[config.mk]
export PLATFORM = sky130hd
export DESIGN_NAME = bba_divider
export DESIGN_NICKNAME = d
export VERILOG_FILES = /design/src/rtl/bba_pkg.sv /design/src/rtl/bba_divider.sv
export SDC_FILE = /design/constraint.sdc
export NUM_CORES = 1
export LEC_CHECK = 0
export ABC_AREA = 1
export BUFFER_PORTS_ARGS = -buffer_cell sky130_fd_sc_hd__buf_2
export CAP_MARGIN = 20
export CORE_MARGIN = 5
export CORE_UTILIZATION = 40
export DETAILED_ROUTE_END_ITERATION = 8
export GPL_TIMING_DRIVEN = 0
export REMOVE_ABC_BUFFERS = 1
export SYNTH_ARGS = -nofsm -noshare
export SYNTH_HDL_FRONTEND = slang
export SYNTH_SLANG_ARGS = --single-unit
[constraint.sdc]
create_clock -name clk -period 2.2 [get_ports clk]
set_input_delay 0.44 -clock clk [delete_from_list [all_inputs] [get_ports clk]]
set_output_delay 0.44 -clock clk [all_outputs]
set_load 0.01 [all_outputs]
[src/rtl/bba_pkg.sv]
// Shared types and constants for the bitmap block allocator.
// No dependencies.
`timescale 1ns / 1ps

package bba_pkg;

    typedef enum logic [1:0] {
        OP_INIT  = 2'd0,
        OP_ALLOC = 2'd1,
        OP_FREE  = 2'd2,
        OP_NONE  = 2'd3
    } opcode_t;

    localparam logic [1:0] ST_OK    = 2'd0;
    localparam logic [1:0] ST_NOROOM = 2'd1;
    localparam logic [1:0] ST_BADOFF = 2'd2;

    localparam logic [7:0] TAG_RESERVED = 8'd5;

    localparam logic CFG_REGION = 1'b0;
    localparam logic CFG_BSIZE  = 1'b1;

    typedef enum logic [1:0] {
        DIV_BYTES_BY_BS = 2'd0,
        DIV_CEIL_RES    = 2'd1,
        DIV_CEIL_NEED   = 2'd2,
        DIV_OFFSET      = 2'd3
    } div_kind_t;

    typedef struct packed {
        logic        start;
        logic [21:0] dividend;
        logic [12:0] divisor;
    } div_req_t;

    typedef struct packed {
        logic        done;
        logic [21:0] quotient;
    } div_rsp_t;

endpackage

[src/rtl/bba_divider.sv]
// Restoring bit-serial divider, one quotient bit per cycle.
// Depends on bba_pkg.
`timescale 1ns / 1ps

module bba_divider
    import bba_pkg::*;
(
    input  logic     clk,
    input  logic     rst_n,
    input  div_req_t req,
    output div_rsp_t rsp
);

    logic [21:0] quo_reg, quo_next;
    logic [13:0] rem_reg, rem_next;
    logic [12:0] dsr_reg, dsr_next;
    logic [4:0]  cnt_reg, cnt_next;
    logic        busy_reg, busy_next;
    logic        done_reg, done_next;
    logic [13:0] trial;

    always_comb
    begin
        quo_next  = quo_reg;
        rem_next  = rem_reg;
        dsr_next  = dsr_reg;
        cnt_next  = cnt_reg;
        busy_next = busy_reg;
        done_next = 1'b0;
        trial     = {rem_reg[12:0], quo_reg[21]};
        if (req.start)
        begin
            quo_next  = req.dividend;
            rem_next  = '0;
            dsr_next  = req.divisor;
            cnt_next  = 5'd22;
            busy_next = 1'b1;
        end
        else if (busy_reg)
        begin
            if (trial >= {1'b0, dsr_reg})
            begin
                rem_next = trial - {1'b0, dsr_reg};
                quo_next = {quo_reg[20:0], 1'b1};
            end
            else
            begin
                rem_next = trial;
                quo_next = {quo_reg[20:0], 1'b0};
            end
            cnt_next = cnt_reg - 5'd1;
            if (cnt_reg == 5'd1)
            begin
                busy_next = 1'b0;
                done_next = 1'b1;
            end
        end
    end

    always_ff @(posedge clk or negedge rst_n)
    begin
        if (!rst_n)
        begin
            busy_reg <= 1'b0;
            done_reg <= 1'b0;
            cnt_reg  <= '0;
        end
        else
        begin
            busy_reg <= busy_next;
            done_reg <= done_next;
            cnt_reg  <= cnt_next;
        end
    end

    always_ff @(posedge clk)
    begin
        quo_reg <= quo_next;
        rem_reg <= rem_next;
        dsr_reg <= dsr_next;
    end

    assign rsp.done     = done_reg;
    assign rsp.quotient = quo_reg;

    property p_done_after_busy;
        @(posedge clk) disable iff (!rst_n) rsp.done |-> !busy_reg;
    endproperty
    a_done_after_busy: assert property (p_done_after_busy) else $error("divider done while busy");

    property p_no_start_busy;
        @(posedge clk) disable iff (!rst_n) busy_reg && cnt_reg != 5'd1 |=> busy_reg;
    endproperty
    a_no_start_busy: assert property (p_no_start_busy) else $error("divider stopped early");

    property p_cnt_zero_idle;
        @(posedge clk) disable iff (!rst_n) !busy_reg |-> !(cnt_reg > 5'd22);
    endproperty
    a_cnt_zero_idle: assert property (p_cnt_zero_idle) else $error("divider count out of range");

endmodule

==> results.yml, run 1 <==
routing:
  viasPerCell: 4.78
  drc: 0
  first_pass_iters: 4
  ant_nets: 0
  drt-total-wl_mm: 7.37
  wire_per_inst_um: 12.6
  drt-initial-drc-count: 130
  num_vias: 2802
floorplanning:
  dieHeight_um: 100
  die_x_um: 100
  num_io_pins: 61
  dieArea_um2: 10000
  design.core.area_um2: 7810
  start_util: 0.415
  rows: 32
synth:
  async_flop_share: 0.127
  synth-main-ff-cell: "edfxtp_1"
  synth_seq_area_share: 0.459
  synth_warnings: 0
  syn-instance-count: 410
  syn_area_um2: 3240
  synth_cell_type_count: 32
  ys_ff_latch: 55
  ys_top_cells_by_area: "edfxtp_1 32%, nand2_1 18%, dfxtp_1 8.0%"
  synth_edf_count: 35
  synth_area_per_cell_um2: 7.90
  synth_top_area_cell: "edfxtp_1"
  synth_top_area_share: 0.324
sta:
  setup_tns_ps: 0
  rsz0062_at_grt: "true"
  holdWs_ps: 288
  clock.fmax_mhz: 489
  tightest_slew_ps: 1060
  finalClockSkew_ps: 11.6
  hold_viol_final: 0
  fin_ws_ps: 155
  slew_viol_final: 0
  setup_violations: 0
  period_needed_ps: 2040
  period_share: 0.929
  slew_headroom: 0.288
finish:
  area_growth_pct: 20.2
  final_common_cell: "nand2_1"
  mostFrequentLayoutCells: "149 x nand2_1, 60 x inv_1, 60 x buf_2"
  n_antenna_cell: 0
  drive_gt1_frac: 0.256
  final_cell_count_no_fill: 586
  fin_nets: 537
  largest_register_ffs: 22
grt:
  antenna_found_initial: 0
  grt_max_degree: 39
  grt_pass1_wl_mm: 12.6
  grt_use_total: 0.155
  overflow: 0
  grt_pass1_vias: 2729
clock_network:
  cts_made_buffers: 5
  insertion_delay_ps: 320
  cts_buffer_depth: 2
  cts_tree: "yes"
  clockRootBuffer: "clkbuf_8"
  clock-sinks: 55
  clkTransAtPathRegs_ps: 120
  htreeDepth: 2
critical_path:
  worstPathMaxFanout: 8
  cp.required_ps: 2290
  crit_type: "reg -> reg"
  cp-start-kind: "flip-flop"
  crit_path_frequent_cell: "nand2_1"
  crit_chain: "inv_2, ha_1, inv_2, fa_2, nand2_1, nand2_1, nand3_1, nand2_2, nand2_4, nand3_4, nand2_1, nand2_1"
  crit_path_start: "quo_reg[21]"
  r2r_start: "quo_reg[21]"
  endpoint_kind: "flip-flop"
  critPathMaxStageDelay_ps: 410
  crit_arrival_ps: 2140
  crit_slowest_cell: "edfxtp_1"
worst_hold_path:
  min-delay-start: "req[5]"
  min_path_type: "in -> reg"
place:
  hpwl_mm: 5.08
  globalplace.congestion: 0.828
  portBuffers: 60
  dp.cells: 559
  dp_slack_ps: -830
run_status:
  status: "completed"
power:
  p_leak_nw: 2.07
  ir_drop_mv: 0.380
  p_per_area_nw_per_um2: 1030
flow_run:
  drv_cap: 0
==> critical path, delay by kind of cell, from the launching register on <==
kind,cells,cell delay [ps]
AND/OR/NAND/NOR,8,750
flip-flops,1,410
adder cells (fa/ha/maj),2,530
buffers and inverters,2,140
==> metrics by stage <==
step	utilization	power (mW)	cell area [um2]
2_1_floorplan	-	2.79	3170
3_5_place_dp	0.460	3.20	3590
5_1_grt	0.499	4.38	3890
6_report	0.499	4.00	3890
3_3_place_gp	0.460	3.18	3590
4_1_cts	0.486	3.89	3790
==> final timing paths <==
check                           cells past startpoint          end  slack [ps]
worst max-delay path                               12   quo_reg[0]         160
worst min-delay path                                1   dsr_reg[5]         290
worst max register to register                     12   quo_reg[0]         160
worst min register to register                      2  rem_reg[10]         480
max in group asynchronous                           2   cnt_reg[1]        1550
min in group asynchronous                           2   cnt_reg[3]         470
==> kinds of logic after synthesis <==
kind of cell	after synthesis	synth area share
AND/OR/NAND/NOR	235	0.330
buffers and inverters	84	0.105
flip-flops	55	0.459
adder cells (fa/ha/maj)	16	0.0641
AO/OA/AOI/OAI	15	0.0286
XOR/XNOR	5	0.0135
==> power by group <==
group          total (mW)  switching [mW]  internal, mW
sequential           1.40           0.110          1.29
combinational        1.98            1.20         0.779
clock               0.620           0.377         0.243
total                4.00            1.69          2.31
==> cell usage after synthesis (all sizes together), types with 3 or more instances <==
cell	n
nand2	158
inv	70
nand3	36
edfxtp	35
nand4	20
nor2	19
ha	15
dfxtp	13
o21ai	9
buf	7
dfrtp	7
clkbuf	6
a21oi	5
xnor2	3
==> final cells by class <==
cell class,instances,area [um2]
clock inverter,3,33.8
timing repair inverter,1,7.51
tap,102,128
sequential,55,1490
timing repair buffer,76,423
clock buffer,5,68.8
fill,793,3920
inverter,71,272
multi-input combinational,273,1470
==> per-layer routing <==
layer  wire, um  GRT usage  vias to the layer above  share of wire
met1       3470      0.202                     1281           0.47
met4         63     0.0394                        0         0.0086
met2       3340      0.250                       68           0.45
li1           -          -                     1448              -
met5          0          0                        -              0
met3        494     0.0479                        5          0.067
==> what timing repair did <==
item	4_1_cts	5_1_grt
gates resized for setup	10	6
setup buffers	3	12
setup endpoints to repair	39	14
pin swaps	1	6
gates cloned	3	0
hold buffers	1	0
endpoints found under the hold margin	7	0
No activity file was read; power rests on OpenSTA's default activity.
==> inputs of run 2 (changes only) <==
--- a/config.mk
+++ b/config.mk
@@ -5,7 +5,6 @@
 export SDC_FILE = /design/constraint.sdc
 export NUM_CORES = 1
 export LEC_CHECK = 0
-export ABC_AREA = 1
 export BUFFER_PORTS_ARGS = -buffer_cell sky130_fd_sc_hd__buf_2
 export CAP_MARGIN = 20
 export CORE_MARGIN = 5
==> results.yml, run 2 <==
run_status:
  status: "finished, violations left"
  violations: "setup timing"
power:
  power_mw: 3.76
  ir_drop_mv: 0.401
  p_per_area_nw_per_um2: 1030
  p_leak_nw: 1.55
critical_path:
  cp-start-kind: "flip-flop"
  r2r_cells: 11
  crit_type: "reg -> reg"
  r2r_start: "quo_reg[21]"
  endpoint_kind: "flip-flop"
  r2r-end: "rem_reg[10]"
  cp.required_ps: 2440
  worstPathMaxFanout: 4
  crit_arrival_ps: 2610
  r2r_slack_ps: -170
synth:
  synth_cell_type_count: 56
  synth_top_area_share: 0.344
  synth_seq_area_share: 0.486
  syn-instance-count: 270
  async_flop_share: 0.127
  synth.most_common_cell: "edfxtp_1"
  synth_edf_count: 35
  ys_ff_latch: 55
  synth_warnings: 0
  syn_area_um2: 3060
  ys_top_cells_by_area: "edfxtp_1 34%, dfxtp_1 8.5%, mux2_2 8.1%"
  synth_common_cells: "35 x edfxtp_1, 22 x mux2_2, 19 x inv_1, 18 x nor2_1"
  synth_area_per_cell_um2: 11.3
  synth-main-ff-cell: "edfxtp_1"
  synth_top_area_cell: "edfxtp_1"
grt:
  grt_pass1_vias: 2361
  grt_use_total: 0.138
  antenna_found_initial: 0
  overflow: 0
  grt_max_degree: 50
  grt_pass1_wl_mm: 11.0
routing:
  num_vias: 2284
  viasPerCell: 5.31
  drc: 0
  ant_nets: 0
  drt-total-wl_mm: 6.61
  first_pass_iters: 4
  drt-initial-drc-count: 118
  wire_per_inst_um: 15.4
floorplanning:
  dieHeight_um: 97.5
  die_x_um: 97.5
  start_util: 0.417
  dieArea_um2: 9500
  design.core.area_um2: 7330
  num_io_pins: 61
  rows: 31
clock_network:
  htreeDepth: 2
  clockRootBuffer: "clkbuf_8"
  clock-sinks: 55
  clkTransAtPathRegs_ps: 110
  cts_made_buffers: 5
  cts_buffer_depth: 2
  insertion_delay_ps: 320
  cts_tree: "yes"
sta:
  finalClockSkew_ps: 3.69
  hold_viol_final: 0
  fin_ws_ps: -173
  period_needed_ps: 2370
  slew_viol_final: 0
  slew_headroom: 0.480
  setup_violations: 14
  rsz0062_at_grt: "true"
  clock.fmax_mhz: 421
  period_share: 1.08
  tightest_slew_ps: 777
place:
  globalplace.congestion: 0.812
  dp_slack_ps: -941
  hpwl_mm: 4.37
  dp.cells: 414
  portBuffers: 60
worst_hold_path:
  hold_end: "dsr_reg[11]"
  min_path_type: "in -> reg"
  min-delay-start: "req[11]"
  holdPathStages: 1
finish:
  final_cell_count_no_fill: 430
  final_common_cell: "buf_2"
  final_core_util: 0.499
  largest_register_ffs: 22
  n_antenna_cell: 0
  mostFrequentLayoutCells: "59 x buf_2, 35 x edfxtp_1, 21 x mux2_2"
  drive_gt1_frac: 0.393
  area_growth_pct: 19.6
  fin_nets: 384
flow_run:
  drv_cap: 0
[run 2: per-layer routing]
metal	GRT usage	part of all wire	up-vias
li1	-	-	1122
met1	0.174	0.46	1093
met2	0.225	0.46	62
met3	0.0524	0.077	7
met4	0.0330	0.0092	0
met5	0	0	-
[run 2: repair_timing]
action                                  CTS  global route
gates resized for setup                  11            17
endpoints found under the setup margin   36            37
hold buffers                              1             0
endpoints found under the hold margin     7             0
setup buffers                             5             1
gates cloned                              1             0
pin swaps                                 7            12
[run 2: through the flow]
stage	setup TNS, ps	hold slack, ps	instance area [um2]
finish	-2030	287	3660
global route	-3830	270	3660
CTS	-1310	271	3590
detailed placement	-29360	287	3360
global placement	-30220	282	3360
floorplan	-3730	144	2930
[run 2: final cells by class]
cell class,count,area (um2)
repair buffers,67,362
fillers,687,3670
inverters,20,75.1
well taps,99,124
clock buffers,5,68.8
clock inverters,3,50.0
multi-input cells,181,1490
flip-flops and latches,55,1490
[run 2: how the worst max path moves through the flow]
stage | startpoint | endpoint | slack, ps | depth (start not counted)
floorplan | quo_reg[21] | quo_reg[0] | -450 | 10
global placement | dsr_reg[11] | quo_reg[0] | -980 | 6
detailed placement | req[35] | quo_reg[10] | -940 | 3
CTS | quo_reg[21] | rem_reg[12] | -130 | 10
global route | quo_reg[21] | rem_reg[3] | -290 | 11
finish | quo_reg[21] | rem_reg[10] | -170 | 11
[run 2: cells by family after synthesis]
kind of cell | after synthesis | share of synthesized area
flops | 55 | 0.486
xor+xnor | 12 | 0.0344
mux | 24 | 0.0875
simple gates | 70 | 0.116
buf+inv | 35 | 0.0654
fa+ha+maj | 16 | 0.0679
compound gates | 58 | 0.143
[run 2: where the power goes]
| group | switching (mW) | total (mW) | leakage [nW] | internal [mW] |
|---|---|---|---|---|
| clock | 0.384 | 0.736 | 0.0607 | 0.352 |
| combinational | 0.860 | 1.61 | 0.946 | 0.752 |
| sequential | 0.128 | 1.41 | 0.546 | 1.28 |
[run 2: critical path: stages, from the launching register on]
cell and delay [ps]:
edfxtp_1 410, inv_1 80, ha_2 180, inv_2 40, fa_2 380, a211oi_2 270
o21ai_2 90, a21oi_2 180, a21o_4 180, buf_4 130, nand3_1 80, a311oi_1 290
